===== config.mk =====
export PLATFORM = sky130hd
export DESIGN_NAME = byb_mul
export DESIGN_NICKNAME = d
export VERILOG_FILES = /design/src/rtl/byb_mul.sv
export SDC_FILE = /design/constraint.sdc
export NUM_CORES = 2
export LEC_CHECK = 0
export ABC_AREA = 1
export BUFFER_PORTS_ARGS = -buffer_cell sky130_fd_sc_hd__buf_2
export CAP_MARGIN = 20
export CORE_UTILIZATION = 55
export DETAILED_ROUTE_END_ITERATION = 10
export PLACE_DENSITY = 0.68
export SLEW_MARGIN = 20
export SYNTH_ARGS = -nofsm -noshare
export SYNTH_HDL_FRONTEND = slang
export SYNTH_SLANG_ARGS = --single-unit
export TNS_END_PERCENT = 20

===== constraint.sdc =====
create_clock -name aclk -period 10.1 [get_ports aclk]
set_clock_uncertainty 0.15 [all_clocks]
set_input_delay 0.505 -clock aclk [delete_from_list [all_inputs] [get_ports aclk]]
set_output_delay 0.505 -clock aclk [all_outputs]
set_load 0.03 [all_outputs]

===== src/rtl/byb_mul.sv =====
`default_nettype none

// 64x64 multiplier from four 32x32 partial products, registered between
module byb_mul (
    input  wire logic         aclk,
    input  wire logic         aresetn,
    input  wire logic         start,
    input  wire logic [63:0]  a,
    input  wire logic [63:0]  b,
    output logic      [127:0] prod,
    output logic              done
);

    logic [63:0]  a_reg, b_reg;
    logic [63:0]  pp_reg;
    logic [1:0]   sh_reg;
    logic [127:0] acc_reg;
    logic [2:0]   cnt_reg;
    logic         busy_reg;
    logic         done_reg;
    logic [31:0]  a_half, b_half;
    logic [127:0] pp_shift;

    // select halves for this partial product
    always_comb begin
        a_half = cnt_reg[1] ? a_reg[63:32] : a_reg[31:0];
        b_half = cnt_reg[0] ? b_reg[63:32] : b_reg[31:0];
        case (sh_reg)
            2'd0:    pp_shift = {64'd0, pp_reg};
            2'd1:    pp_shift = {32'd0, pp_reg, 32'd0};
            default: pp_shift = {pp_reg, 64'd0};
        endcase
    end

    // control
    always_ff @(posedge aclk) begin
        if (!aresetn) begin
            busy_reg <= 1'b0;
            done_reg <= 1'b0;
            cnt_reg  <= '0;
        end else begin
            done_reg <= 1'b0;
            if (start) begin
                busy_reg <= 1'b1;
                cnt_reg  <= '0;
            end else if (busy_reg) begin
                cnt_reg <= cnt_reg + 3'd1;
                if (cnt_reg[2]) begin
                    busy_reg <= 1'b0;
                    done_reg <= 1'b1;
                end
            end
        end
    end

    // multiply into the partial-product register, then accumulate from it
    always_ff @(posedge aclk) begin
        if (start) begin
            a_reg   <= a;
            b_reg   <= b;
            acc_reg <= '0;
        end else if (busy_reg) begin
            if (!cnt_reg[2]) begin
                pp_reg <= a_half * b_half;
                sh_reg <= {1'b0, cnt_reg[1]} + {1'b0, cnt_reg[0]};
            end
            if (cnt_reg != 3'd0) begin
                acc_reg <= acc_reg + pp_shift;
            end
        end
    end

    assign prod = acc_reg;
    assign done = done_reg;

endmodule

`default_nettype wire


* Word-level counts from Yosys, hierarchy flattened *
Index checks and enable logic that the tools add are counted.

operators by class
  $add $sub $neg = 3
  multipliers = 1
  equal/unequal tests = 1
  muxes and demuxes = 7
  bitwise logic cells = 4
  reductions and logical operators = 6

operator list
  operator               number
  $pmux W128 S2          1
  $add A128 B128 Y128    1
  $mul A32 B32 Y64       1
  $mux W32               2
  $mux W1                4
  $not A1 Y1             4
  $add A3 B1 Y3 const B  1
  $reduce_and A3 Y1      1
  $reduce_bool A3 Y1     1
  $reduce_or A3 Y1       1
  $add A1 B1 Y2          1
  $eq A2 B1 Y1 const B   1
  $logic_not A2 Y1       1
  $reduce_and A2 Y1      1
  $reduce_or A2 Y1       1

word-level totals
  flip-flop bits (word level) = 327
  input port bits = 131
  word-level logic and storage cells = 30

* Logic depth before layout (Yosys ltp) *
  word-level depth = 3
  depth in mapped cells = 38
  gate-level depth less buffers = 34

* Worst setup path after synthesis *
Ideal clock, no wire load.

  path type = reg2reg
  start point = register cnt_reg[0]
  end point = register pp_reg[51], data pin
  library setup time = 0.261 ns
  data arrival time = 7.028 ns
  data required time = 9.689 ns
  slack = 2.661 ns
  stages on the path, launching flop included = 33
  buffers on the path = 3
  clock period less this slack = 7.439 ns
  path through = dfxtp_1 buf_4 inv_2 clkbuf_1 or2_2 o21ai_1 buf_2 nor2_1 fa_1 fa_1 fa_1 inv_1 fa_1 inv_1 fa_1 inv_1 fa_1 inv_1 fa_1 inv_1 fa_1 inv_1 ha_1 a21oi_1 a21boi_0 o21ai_0 nand2_1 nand3_2 nand2_1 nand2_1 nand2_1 nand2_1 xor2_1

on the way
  cells in the longest elaborated chain, start to end = 2

ends and longest elaborated chain
  element                 line  source
  start, declared         18    logic [2:0] cnt_reg;
  start signal, assigned  47    cnt_reg <= cnt_reg + 3'd1;
  $mux W32                27    b_half = cnt_reg[0] ? b_reg[63:32] : b_reg[31:0];
  $mul A32 B32 Y64        64    pp_reg <= a_half * b_half;
  end signal, assigned    64
  end, declared           15    logic [63:0] pp_reg;

No other way between the ends.
A chain may end at the register's enable or synchronous reset.

* Worst setup path after layout *
  start point = register cnt_reg[1]
  end point = register pp_reg[52], data pin

on the way
  cells in the longest elaborated chain, start to end = 2

ends and longest elaborated chain
  element           line  source
  $mux W32          26    a_half = cnt_reg[1] ? a_reg[63:32] : a_reg[31:0];
  $mul A32 B32 Y64  64

No other way between the ends.

==> qor.csv <==
stage;metric;value;unit
drt;routed wire length;240;mm
die;count of boundary I/O pins;260;
die;vertical die dimension;331;um
die;floorplan row count;120;
critical_path;slack of the worst reg-to-reg path;0.96;ns
die;core footprint;107000;um2
drt;highest routing layer actually used;met5;
clock_tree;H-tree depth;2;
critical_path;Worst Path Max Fanout;34;
sta;number of hold-slack violations in the final timing report;0;
yosys;Post-synth EDFFs;194;
drt;total routed wire length on the met1 layer;82.6;mm
sta;max_slew headroom;0.230;
drt;number of DRC markers in iteration 0;4993;
drt;number of vias after detailed routing;55600;
drt;number of antenna-violating nets in the routed design;0;
finish;max reg flops;128;
drt;DRC viols;0;
drt;routed length on met2;108;mm
die;starting utilization of the core area;0.556;
critical_path;Crit Path Class;flip-flop to flip-flop;
sta;Final period util;0.905;
yosys;most used flip-flop cell after synthesis;edfxtp_1;
sta;Peak Freq;0.109;GHz
global_route;wire length of the first global-routing pass;351;mm
die;die width;331;um
yosys;count of distinct cell types in the synthesized netlist;48;
sta;Setup TNS Final;0;ns
placed_design;instance area after placement;62600;um2
global_route;global router's overall resource usage;0.443;
sta;shortest clock period the worst path allows after layout;9.14;ns
outcome;outcome;completed;
yosys;async set-or-reset flop fraction in the synthesized netlist;0;
drt;average routed wire per standard cell;23.8;um
sta;setup repair after global routing missed its margin;false;
clock_tree;Clock Sink Count;327;
global_route;number of antenna violations at the first check in global routing;8;
placed_design;post-detail-place hpwl;193;mm
placed_design;IO buf count;259;
sta;count of pins over their slew limit;0;
yosys;portion of synthesized cell area occupied by the leading cell type;0.301;
global_route;maximum number of pins on one net before global-route repair;79;
clock_tree;number of CTS-inserted buffers;40;
yosys;flop and latch count out of synthesis;327;
sta;Final setup viols;0;
yosys;share of the yosys chip area belonging to registers;0.142;
yosys;cell type with the highest aggregate area in the netlist;fa_1;
drt;first-pass detailed-route iteration total;6;
critical_path;WP data required;10.37;ns
worst_hold_path;type of the tightest min-delay check;input port to flip-flop;
yosys;number of nets in the synthesized netlist;9753;
clock_tree;clock tree from TritonCTS;yes;
finish;post-route standard cell area excluding fillers;65300;um2
placed_design;routability congestion estimate from global placement;1.09;
yosys;Cell Area, Synth;59600;um2
die;die footprint;110000;um2
yosys;dominant cells by area after synthesis;fa_1 (30%), nand2_1 (14%), inv_1 (13%);
yosys;Syn. warnings;0;
yosys;synthesized netlist cell count;8333;
drt;mean number of vias per cell;5.52;
clock_tree;buffers from clock root to sink, at most;3;
finish;Layout Area Growth over Synthesis;9.52;%
drt;amount of wire on met3 after detailed routing;24.6;mm
finish;NumNets Final;10100;
finish;leading cell type in the layout, fill and taps excluded;nand2_1;
yosys;per-instance average area after synthesis;7.15;um2
clock_tree;latest clock arrival within the worst-skew pair;0.67;ns
finish;leading cell types in the layout, fill and taps excluded;nand2_1 (2168), inv_1 (2116), nor2_1 (993);
run;max-capacitance violation count;0;
clock_tree;cell chosen for the clock root;clkbuf_16;
global_route;total gr overflow;0;
global_route;via count of the first global-routing pass;56600;
critical_path;arrival time of data at the critical path endpoint;9.41;ns
critical_path;Worst setup EP type;flip-flop;
sta;transition time at the pin with the least slew margin;1.15;ns
finish;fraction of layout instances using a drive strength above 1;0.0811;
clock_tree;clock input transition at the sequential cells of the worst setup and hold paths;0.06;ns
critical_path;sort of element at the start of the critical path;flip-flop;
[cell type report]
cell class / instances / area, um2
inverters: 2165 / 8130
fillers: 10100 / 41900
clock buffers: 50 / 1070
diodes: 5 / 12.5
well taps: 1403 / 1760
flip-flops and latches: 327 / 8490
repair buffers: 492 / 3370
clock inverters: 24 / 264
multi-input cells: 5618 / 42200
[per-layer routing]
layer / up-vias / track usage
met1: 26300 / 0.497
met5: - / 0
met3: 1017 / 0.111
met4: 6 / 0.367
li1: 25100 / -
met2: 3236 / 0.715
[logic make-up after synthesis]
logic type,after synthesis,share of synthesized area
XOR/XNOR,119,0.0175
buffers and inverters,2388,0.152
AO/OA/AOI/OAI,606,0.0594
adder cells (fa/ha/maj),1289,0.384
flip-flops,327,0.142
AND/OR/NAND/NOR,3604,0.245
[worst max-delay path, stage by stage (launching register included)]
cell and delay, ns:
dfxtp_2 0.54, inv_2 0.27, or2_2 0.35, o21ai_2 0.05
buf_4 0.32, clkinv_1 0.59, nand2_1 0.29, fa_1 0.46
inv_1 0.09, fa_1 0.45, fa_1 0.54, inv_1 0.07
fa_1 0.48, inv_1 0.05, fa_1 0.49, fa_1 0.52
fa_1 0.49, inv_1 0.05, fa_1 0.48, inv_1 0.04
ha_1 0.39, nand2_1 0.11, nor2_1 0.30, nand2_1 0.30
nor4_1 0.54, nand3_1 0.24, nand3_1 0.17, xor2_1 0.08
[cells in the mapped netlist, types with 14 or more instances]
cell	instances
nor3_1	30
fa_1	897
nor3_2	14
nand4_1	27
o21ai_0	194
nand2_1	2169
o22ai_1	64
ha_1	392
nand3_2	20
buf_2	76
a21oi_1	169
clkbuf_1	142
nand3_1	190
o21ai_1	16
nor2_2	39
a31oi_1	25
inv_2	35
nor2_1	994
or2_2	64
nand2_2	29
xnor2_1	19
edfxtp_1	194
o21bai_1	69
inv_1	2117
xor2_1	100
o21ai_2	27
dfxtp_1	133
[worst paths after layout]
kind | start | endpoint | cells past startpoint
max | cnt_reg[1] | pp_reg[52] | 27
min | aresetn | busy_reg | 2
max reg2reg | cnt_reg[1] | pp_reg[52] | 27
min reg2reg | cnt_reg[2] | cnt_reg[2] | 2
[repair_timing]
action                                 in CTS  in global routing
hold buffers                              128                  0
gates resized for setup                     0                  0
buffers inserted                            0                  0
setup endpoints to repair                   0                  0
endpoints found under the hold margin     128                  0
[metrics by stage]
step	hold WS, ns	cells	util	worst slack [ns]
6_report	0.0359	10100	0.609	0.961
5_1_grt	0.0145	10100	0.609	0.676
4_1_cts	0.0113	10100	0.609	1.18
3_5_place_dp	0.344	9877	0.584	1.15
3_3_place_gp	0.355	9877	0.584	1.10
2_1_floorplan	0.315	8333	-	2.66
Power is left out: the tool's default activity adds up to more than one toggle a clock period on the data nets, which glitch-free logic cannot reach.
