===== src/rtl/byb_div.sv =====
`default_nettype none

// restoring divider, one quotient bit a cycle, 64-bit quotient
module byb_div (
    input  wire logic        aclk,
    input  wire logic        aresetn,
    input  wire logic        start,
    input  wire logic [63:0] num,
    input  wire logic [32:0] den,
    output logic      [63:0] quot,
    output logic             done
);

    logic [33:0] rem_reg, rem_next;
    logic [63:0] quot_reg, quot_next;
    logic [32:0] den_reg;
    logic [5:0]  cnt_reg;
    logic        busy_reg;
    logic        done_reg;
    logic [33:0] trial;

    // one shift-subtract step
    always_comb begin
        trial = {rem_reg[32:0], quot_reg[63]};
        if (trial >= {1'b0, den_reg}) begin
            rem_next  = trial - {1'b0, den_reg};
            quot_next = {quot_reg[62:0], 1'b1};
        end else begin
            rem_next  = trial;
            quot_next = {quot_reg[62:0], 1'b0};
        end
    end

    // control
    always_ff @(posedge aclk) begin
        if (!aresetn) begin
            busy_reg <= 1'b0;
            done_reg <= 1'b0;
            cnt_reg  <= '0;
        end else begin
            done_reg <= 1'b0;
            if (start) begin
                busy_reg <= 1'b1;
                cnt_reg  <= '0;
            end else if (busy_reg) begin
                cnt_reg <= cnt_reg + 6'd1;
                if (cnt_reg == 6'd63) begin
                    busy_reg <= 1'b0;
                    done_reg <= 1'b1;
                end
            end
        end
    end

    // datapath
    always_ff @(posedge aclk) begin
        if (start) begin
            rem_reg  <= '0;
            quot_reg <= num;
            den_reg  <= den;
        end else if (busy_reg) begin
            rem_reg  <= rem_next;
            quot_reg <= quot_next;
        end
    end

    assign quot = quot_reg;
    assign done = done_reg;

endmodule

`default_nettype wire


===== config.mk =====
export PLATFORM = sky130hd
export DESIGN_NAME = byb_div
export DESIGN_NICKNAME = d
export VERILOG_FILES = /design/src/rtl/byb_div.sv
export SDC_FILE = /design/constraint.sdc
export NUM_CORES = 1
export LEC_CHECK = 0
export ABC_AREA = 0
export BUFFER_PORTS_ARGS = -buffer_cell sky130_fd_sc_hd__buf_2
export CORE_ASPECT_RATIO = 1.25
export CORE_MARGIN = 1
export CORE_UTILIZATION = 45
export CTS_BUF_LIST = sky130_fd_sc_hd__clkbuf_4
export CTS_CLUSTER_SIZE = 30
export DETAILED_ROUTE_END_ITERATION = 8
export HOLD_SLACK_MARGIN = 0.1
export MAX_ROUTING_LAYER = met4
export PLACE_DENSITY = 0.75
export SYNTH_ARGS = -nofsm -noshare
export SYNTH_HDL_FRONTEND = slang
export SYNTH_SLANG_ARGS = --single-unit

===== constraint.sdc =====
create_clock -name aclk -period 3.9 [get_ports aclk]
set_input_delay 0.585 -clock aclk [delete_from_list [all_inputs] [get_ports aclk]]
set_output_delay 0.585 -clock aclk [all_outputs]
set_load 0.1 [all_outputs]

== Yosys cells after proc, flatten, opt, wreduce, memory -nomap -nowiden ==
Index checks and enable logic that the tools add are counted.
Operators by class
  add/subtract/negate cells: 2
  magnitude comparators: 1
  eq/ne operators: 1
  muxes and demuxes: 8
  bitwise operators: 2
  reduce and logical (&&, ||, !) cells: 3
Operators with widths (count)
  64-bit two-way mux: 2
  34-bit by 33-bit greater-or-equal comparator with 1-bit output: 1
  33-bit two-way mux: 1
  33-bit subtractor: 1
  6-bit by 1-bit adder with 6-bit output (second input constant): 1
  6-bit equality test (second input constant): 1
  1-bit two-way mux: 5
  3-bit OR reduction: 1
  1-bit NOT: 2
  2-bit nonzero test: 1
  2-bit OR reduction: 1
Storage, ports and cells
  bits in registers: 138
  input port bits: 100
  output and inout port bits: 65
  logic and storage cells: 23

== Logic depth before layout (Yosys ltp) ==
Gate-level depths: netlist of the first run.
  word-level depth: 4
  depth in mapped cells: 14

== Worst setup path after synthesis of the first run ==
Ideal clock, no wire load.
  path kind: flip-flop to flip-flop
  from: register quot_reg[63], in the netlist quot[63]
  to: register quot_reg[0], in the netlist quot[0], data pin
  arrival time: 3.245 ns
  data required time: 3.640 ns
  slack: 0.395 ns
  stages on the path, launching flop included: 13
  buffers on the path: 1
  cells stage by stage: edfxtp_1 -> inv_1 -> ha_1 -> inv_1 -> fa_1 -> a21o_1 -> a221oi_4 -> a22oi_2 -> a31o_4 -> o21ai_4 -> nand2_2 -> buf_2 -> mux2_2
Between the ends
  longest elaborated chain between the ends: 4
RTL lines
  start: declaration: RTL line 15  | logic [63:0] quot_reg, quot_next;
  start signal: assignment: RTL line 59  | quot_reg <= num;
  start signal: assignment: RTL line 63  | quot_reg <= quot_next;
  34-bit by 33-bit greater-or-equal comparator with 1-bit output: RTL line 25  | if (trial >= {1'b0, den_reg}) begin
  1-bit two-way mux: RTL line 25
  64-bit two-way mux: RTL line 61  | end else if (busy_reg) begin
  64-bit two-way mux: RTL line 57  | if (start) begin
Every way passes these cells. The select of a mux whose other input is x is not followed.
A chain may end at the register's enable or synchronous reset.

== Worst setup path after layout of the first run ==
  from: register quot_reg[63], in the netlist quot[63]
  to: register rem_reg[7]
Between the ends
  longest elaborated chain between the ends: 2
  elaborated cells between the ends (all ways): 3
  classes of those cells: add/sub: 1; order compare: 1; mux: 1
RTL lines
  33-bit subtractor or 34-bit by 33-bit greater-or-equal comparator with 1-bit output (tied branches): RTL line 26, 25
  33-bit two-way mux (*): RTL line 25
  end signal: assignment: RTL line 62  | rem_reg <= rem_next;
  end: declaration: RTL line 14  | logic [33:0] rem_reg, rem_next;
Every way passes the cells marked *; elsewhere a longest branch is shown, timed or not.

==> results of run 1 <==
## kinds of logic (layout without fill, tap and decap cells)
logic type	count (synthesis)	after routing	share of synthesized area
AO/OA/AOI/OAI	150	150	0.1539
other	0	2	0
buffers and inverters	67	242	0.03722
flip-flops	138	138	0.4958
XOR/XNOR	30	30	0.03490
adder cells (fa/ha/maj)	35	35	0.05916
multiplexers	70	70	0.1037
AND/OR/NAND/NOR	181	181	0.1153
## power by group
group,switching [mW],internal (mW)
combinational,0.940,0.351
sequential,0.0835,1.72
clock,0.589,0.328
## path summary, 6_finish.rpt
| path | startpoint | to | slack [ns] | cells after the start |
|---|---|---|---|---|
| worst max-delay path | quot[63] | rem_reg[7] | 0.54 | 13 |
| worst min-delay path | den[20] | den_reg[20] | 0.19 | 1 |
| worst max register to register | quot[63] | rem_reg[7] | 0.54 | 13 |
| worst min register to register | rem_reg[18] | rem_reg[18] | 0.49 | 2 |
## metal layers
metal / GRT usage / share of wire / vias to the layer above
met2: 0.3750 / 0.48 / 225
met4: 0.1051 / 0.030 / 0
met3: 0.05586 / 0.068 / 44
li1: - / - / 2848
met5: - / 0 / -
met1: 0.2631 / 0.42 / 2812
## cells in the final DEF, fill, tap and decap left out, types with 6 or more instances in the layout
master | synthesis | layout
sky130_fd_sc_hd__buf_2 | 2 | 163
sky130_fd_sc_hd__nand4_1 | 7 | 7
sky130_fd_sc_hd__a31oi_1 | 8 | 8
sky130_fd_sc_hd__mux2i_1 | 6 | 6
sky130_fd_sc_hd__o21ai_1 | 10 | 10
sky130_fd_sc_hd__a311oi_2 | 12 | 12
sky130_fd_sc_hd__nor4_1 | 6 | 6
sky130_fd_sc_hd__edfxtp_1 | 97 | 97
sky130_fd_sc_hd__clkbuf_4 | 0 | 17
sky130_fd_sc_hd__xnor2_1 | 16 | 16
sky130_fd_sc_hd__a21oi_1 | 40 | 40
sky130_fd_sc_hd__mux2_2 | 64 | 64
sky130_fd_sc_hd__buf_4 | 0 | 8
sky130_fd_sc_hd__ha_1 | 34 | 34
sky130_fd_sc_hd__inv_1 | 39 | 38
sky130_fd_sc_hd__nand2_1 | 66 | 66
sky130_fd_sc_hd__a21o_1 | 13 | 13
sky130_fd_sc_hd__nand2_2 | 11 | 11
sky130_fd_sc_hd__xor2_1 | 14 | 14
sky130_fd_sc_hd__nand3_1 | 8 | 8
sky130_fd_sc_hd__o21ai_0 | 11 | 11
sky130_fd_sc_hd__dfxtp_1 | 41 | 40
sky130_fd_sc_hd__a311oi_1 | 8 | 8
sky130_fd_sc_hd__nor2_1 | 45 | 45
## critical path, delay by kind of cell (launching register included)
kind	cells	cell delay [ns]
buffers and inverters	3	0.43
flip-flops	1	0.44
AO/OA/AOI/OAI	7	1.50
adder cells (fa/ha/maj)	2	0.56
AND/OR/NAND/NOR	1	0.30
## area by class of cell
class / count / share of cell area
Timing Repair Buffer: 171 / 0.09933
Tap cell: 216 / 0.03065
Multi-Input combinational cell: 466 / 0.3988
Inverter: 39 / 0.01660
Antenna cell: 2 / 0.0005676
Clock buffer: 17 / 0.01447
Clock inverter: 15 / 0.01604
Sequential cell: 138 / 0.4236
## per-stage QoR
stage / utilization / area [sq um] / std cells
global placement: 0.5252 / 8543 / 1030
CTS: 0.5418 / 8812 / 1062
finish: 0.5421 / 8817 / 1064
global route: 0.5421 / 8817 / 1064
detailed placement: 0.5252 / 8543 / 1030
floorplan: - / 7530 / 671
==> summary.txt, run 1 <==
=====================================================================================
Run status                                                               finished clean
1st-iter DRT viols                                                                321
Via count of the first global-routing pass                                       6152
Detailed Place HPWL                                                          13790 um
Syn_nets                                                                          806
Number of inserted filler cells in the final layout                              1489
Signal arrival time at the worst endpoint                                     3.79 ns
Post-route setup TNS                                                             0 ns
Highest-delay cell along the critical path                               sky130_fd_sc_hd__edfxtp_1
Width of the chip                                                            117.7 um
Number of hold-slack violations in the final timing report                          0
Worst skew pair latency                                                       0.57 ns
Power density of the placed cells                                        454.5 nW/um^2
Total iterations of the first detailed-routing run                                  5
Required time of the critical path                                            4.33 ns
Kind of critical path                                                    flip-flop to flip-flop
Ys Warns                                                                            0
Total setup violations reported at the end of the flow                              0
Post-layout minimum cycle time                                               3.356 ns
# H-tree levels                                                                     4
Area leader, netlist                                                     sky130_fd_sc_hd__edfxtp_1
Leakage power                                                                3.640 nW
Number of buffers created by CTS                                                   17
Number of flip-flops in the largest register                                       64
Maximum VDD drop                                                             301.9 uV
Initial Utilization                                                            0.4629
CTS tree                                                                          yes
Clock root cell                                                          sky130_fd_sc_hd__clkbuf_4
Ratio of routed vias to standard cells                                          5.572
Area of combinational cells with multiple inputs                           3516 sq um
Slew at the pin closest to its max-slew limit                               0.8325 ns
Critical path endpoint category                                             flip-flop
Share of the synthesized area in the top cell type                             0.3868
Yosys cell types                                                                   71
RSZ-0062 raised after global routing                                               no
Async set or reset register ratio after synthesis                                   0
Post-synthesis average cell area                                          11.22 sq um
Count of vias placed by the detailed router                                      5929
Total Routed Length                                                          18390 um
Path category of the worst min-delay check                               input pin to flip-flop
Crit-path cells                                                          inv_1, ha_1, inv_1, fa_1, a21o_1, a221oi_4, a22oi_2, a31o_4, o21ai_4, nand2_2, buf_4, a31oi_1, a211oi_1
Hold WS                                                                     0.1922 ns
Worst slack, placed                                                         0.5549 ns
Max FO, Critical Path                                                              18
Antenna violations before repair                                                    3
Count of pins over their slew limit                                                 0
Die Footprint                                                             17260 sq um
Worst-case clock skew                                                      0.02204 ns
Vertical die dimension                                                       146.6 um
Cell with the most instances after synthesis                             sky130_fd_sc_hd__edfxtp_1
Area of all sequential standard cells                                      3735 sq um
Area of the mapped netlist                                                 7530 sq um
Cell count after synthesis                                                        671
Number of cells upsized or downsized after cts                                      0
Most instantiated cells after synthesis                                  sky130_fd_sc_hd__edfxtp_1, sky130_fd_sc_hd__nand2_1, sky130_fd_sc_hd__mux2_2, sky130_fd_sc_hd__nor2_1, sky130_fd_sc_hd__dfxtp_1
Maximum number of pins on one net before global-route repair                       65
Synth Register Bits                                                               138
First-pass GRT wire length                                                   29720 um
Fraction of the yosys area taken by sequential cells                           0.4958
Clock-pin slew of the registers on the worst-case setup and hold paths        0.13 ns
Total track usage                                                              0.2286
Row cnt                                                                            52
RePlAce Congestion                                                             0.9108
Final period utilization                                                       0.8606
Relative slew margins                                                          0.4450
Clock Tree Buf Depth                                                                2
Timing-limited maximum frequency                                           0.2980 GHz
Total grt overflow                                                                  0
Max-capacitance violation count                                                     0
Signed area change from the synthesized netlist to the final layout            17.10%
Number of enable-type register cells in the synthesized netlist                    97
Number of remaining DRC errors                                                      0
DRT antenna net count                                                               0
Nets                                                                              968
Number of I/O pins                                                                165
Fraction of final layout cells sized beyond drive strength 1                   0.3570
Buffers on Ports                                                                  164
Placeable core region                                                     16270 sq um
Hold_buf cts                                                                        0
Worst stage delay on the critical path                                        0.44 ns
Post-CTS setup buffer count                                                         0
Cell types occupying the most area after synthesis                       sky130_fd_sc_hd__edfxtp_1, sky130_fd_sc_hd__dfxtp_1, sky130_fd_sc_hd__mux2_2
TritonCTS sink count                                                              138
Commonest register cell after synthesis                                  sky130_fd_sc_hd__edfxtp_1
Routed len/inst                                                              17.29 um
Library cell appearing most often on the critical path                   sky130_fd_sc_hd__inv_1
PnR Total Power                                                              4.007 mW
Crit start category                                                         flip-flop
Final WS setup                                                              0.5438 ns
=====================================================================================
(Power assumes the default switching activity.)
==> inputs of run 2 (changes only) <==
--- a/config.mk
+++ b/config.mk
@@ -8,7 +8,6 @@
 export ABC_AREA = 0
 export BUFFER_PORTS_ARGS = -buffer_cell sky130_fd_sc_hd__buf_2
 export CORE_ASPECT_RATIO = 1.25
-export CORE_MARGIN = 1
 export CORE_UTILIZATION = 45
 export CTS_BUF_LIST = sky130_fd_sc_hd__clkbuf_4
 export CTS_CLUSTER_SIZE = 30
@@ -16,6 +15,8 @@
 export HOLD_SLACK_MARGIN = 0.1
 export MAX_ROUTING_LAYER = met4
 export PLACE_DENSITY = 0.75
+export RECOVER_POWER = 25
+export SETUP_SLACK_MARGIN = 0.5
 export SYNTH_ARGS = -nofsm -noshare
 export SYNTH_HDL_FRONTEND = slang
 export SYNTH_SLANG_ARGS = --single-unit
==> summary.txt, run 2 (synthesized netlist as in run 1, its figures left out) <==
=====================================================================================
Run status                                                               finished with violations
Violated checks                                                          max-capacitance violations, max-slew violations
Post-route setup TNS                                                             0 ns   unchanged
First-pass GRT wire length                                                   29470 um   -0.84%
Ratio of routed vias to standard cells                                          5.605   +0.58%
Internal power                                                               2.535 mW   +5.8%
Clock Tree Buf Depth                                                                2   unchanged
Total Routed Length                                                          18780 um   +2.1%
Buffers on Ports                                                                  164   unchanged
Max-capacitance violation count                                                     1   +1
Number of flip-flops in the largest register                                       64   unchanged
DRT antenna net count                                                               0   unchanged
RSZ-0062 raised after global routing                                               no
Count of vias placed by the detailed router                                      5958   +0.49%
Fraction of power spent switching nets                                         0.3908   -0.01151
Post-layout minimum cycle time                                               3.220 ns   -0.1358 ns
Fraction of final layout cells sized beyond drive strength 1                   0.3574   +0.0004225
Crit start category                                                         flip-flop
Hold WS                                                                     0.1937 ns   +0.001556 ns
Relative slew margins                                                         -0.1867   -0.6318
RePlAce Congestion                                                             0.9274   +1.8%
Power density of the placed cells                                        469.7 nW/um^2   +3.4%
Die Footprint                                                             17260 sq um   unchanged
1st-iter DRT viols                                                                354   +10%
Vertical die dimension                                                       146.6 um   unchanged
Leakage power                                                                3.644 nW   +0.13%
Number of cells upsized or downsized after cts                                      0   unchanged
P_sw                                                                         1.626 mW   +0.87%
Slew at the pin closest to its max-slew limit                                1.780 ns   +0.9477 ns
Width of the chip                                                            117.7 um   unchanged
TritonCTS sink count                                                              138   unchanged
# H-tree levels                                                                     4   unchanged
Initial Utilization                                                            0.4629   unchanged
Clock root cell                                                          sky130_fd_sc_hd__clkbuf_4
Critical path endpoint category                                             flip-flop
Antenna violations before repair                                                    2   -1
Routed len/inst                                                              17.67 um   +2.2%
Signed area change from the synthesized netlist to the final layout            17.65%
CTS tree                                                                          yes
Row cnt                                                                            52   unchanged
Relative contribution of the clock network to total power                       0.256   +0.027
Kind of critical path                                                    flip-flop to flip-flop
Clock-pin slew of the registers on the worst-case setup and hold paths        0.13 ns   about the same
Signal arrival time at the worst endpoint                                     3.68 ns   -0.11 ns
Path category of the worst min-delay check                               input pin to flip-flop
Maximum VDD drop                                                             297.7 uV   -1.4%
Total grt overflow                                                                  0   unchanged
Nets                                                                              967   -0.10%
Worst skew pair latency                                                       0.56 ns   about the same
Reg power frac                                                                  0.432   -0.017
Number of I/O pins                                                                165   unchanged
Number of buffers created by CTS                                                   17   unchanged
Required time of the critical path                                            4.36 ns   +0.03 ns
Leading cell type in the layout, fill and taps excluded                  sky130_fd_sc_hd__buf_2
Number of hold-slack violations in the final timing report                          0   unchanged
Count of pins over their slew limit                                                33   +33
Placeable core region                                                     16270 sq um   unchanged
Comb power frac                                                                 0.312   -0.010
Via count of the first global-routing pass                                       6010   -2.3%
Detailed Place HPWL                                                          13700 um   -0.67%
Total iterations of the first detailed-routing run                                  7   +2
Worst-case clock skew                                                      0.01896 ns   -0.003083 ns
Timing-limited maximum frequency                                           0.3105 GHz   +4.2%
Number of remaining DRC errors                                                      0   unchanged
Total setup violations reported at the end of the flow                              0   unchanged
Final period utilization                                                       0.8257   -0.03483
Highest-count cells in the layout ignoring fill and taps                 sky130_fd_sc_hd__buf_2, sky130_fd_sc_hd__edfxtp_1, sky130_fd_sc_hd__nand2_1
Post-CTS setup buffer count                                                         0   unchanged
Maximum number of pins on one net before global-route repair                       65   unchanged
Max FO, Critical Path                                                              14   -4
Total track usage                                                              0.2255   -0.003166
=====================================================================================
==> run 2: cell types whose count changed in the layout (fill, tap and decap cells not counted), sizes merged <==
cell | before | now
and2 | 4 | 5
buf | 171 | 166
clkinvlp | 2 | 3
clkbuf | 17 | 21
bufinv | 1 | 3
inv | 44 | 45
clkinv | 7 | 2
==> run 2: final timing paths <==
check / startpoint / endpoint / slack (ns) / cells after the start
worst max-delay path: quot[63] / rem_reg[5] / 0.68 / 12
worst min-delay path: den[14] / den_reg[14] / 0.19 / 1
worst max register to register: quot[63] / rem_reg[5] / 0.68 / 12
worst min register to register: rem_reg[18] / rem_reg[18] / 0.49 / 2
==> run 2: power by group through the flow <==
stage / registers, mW / clock network, mW / logic (mW)
after floorplan: 2.32 / 0 / 0.538
after global placement: 1.82 / 0 / 1.28
after detailed placement: 1.83 / 0 / 1.29
after CTS: 1.80 / 1.09 / 1.29
after global routing: 1.81 / 1.15 / 1.38
final: 1.80 / 1.07 / 1.30
==> run 2: critical path, cell delays in order, from the launching register on <==
cell                       delay (ns)
sky130_fd_sc_hd__edfxtp_1        0.44
sky130_fd_sc_hd__inv_1           0.08
sky130_fd_sc_hd__ha_1            0.15
sky130_fd_sc_hd__inv_1           0.06
sky130_fd_sc_hd__fa_2            0.35
sky130_fd_sc_hd__a21o_1          0.21
sky130_fd_sc_hd__a221oi_4        0.35
sky130_fd_sc_hd__a22oi_2         0.16
sky130_fd_sc_hd__a31o_4          0.30
sky130_fd_sc_hd__o21ai_4         0.23
sky130_fd_sc_hd__and2_2          0.47
sky130_fd_sc_hd__nand2_2         0.10
sky130_fd_sc_hd__a311oi_2        0.23
==> run 2: through the flow <==
stage,setup WS (ns),std cells,utilization,cell area (sq um),power [mW]
floorplan,0.5046,671,-,7540,2.854
global placement,0.7828,1028,0.5248,8536,3.100
detailed placement,0.6679,1028,0.5248,8536,3.116
CTS,0.6292,1060,0.5445,8856,4.181
global route,0.5141,1063,0.5446,8859,4.343
finish,0.6797,1063,0.5446,8859,4.161
==> run 2: repair_timing <==
action | in CTS | in global routing
setup endpoints to repair | 0 | 5
endpoints found under the hold margin | 0 | 0
hold buffers | 0 | 0
==> run 2: area by class of cell <==
type / count / area [sq um]
Tap cell: 216 / 270.3
Fill cell: 1504 / 7407
Sequential cell: 138 / 3735
Inverter: 39 / 146.4
Multi-Input combinational cell: 467 / 3531
Timing Repair Buffer: 169 / 850.8
Clock inverter: 14 / 185.2
Antenna cell: 2 / 5.005
Clock buffer: 18 / 135.1
==> run 2: layer usage <==
layer  share of wire  track usage
met4           0.021      0.08526
met5               0            -
met3           0.066      0.05977
met2            0.50       0.3785
met1            0.41       0.2562
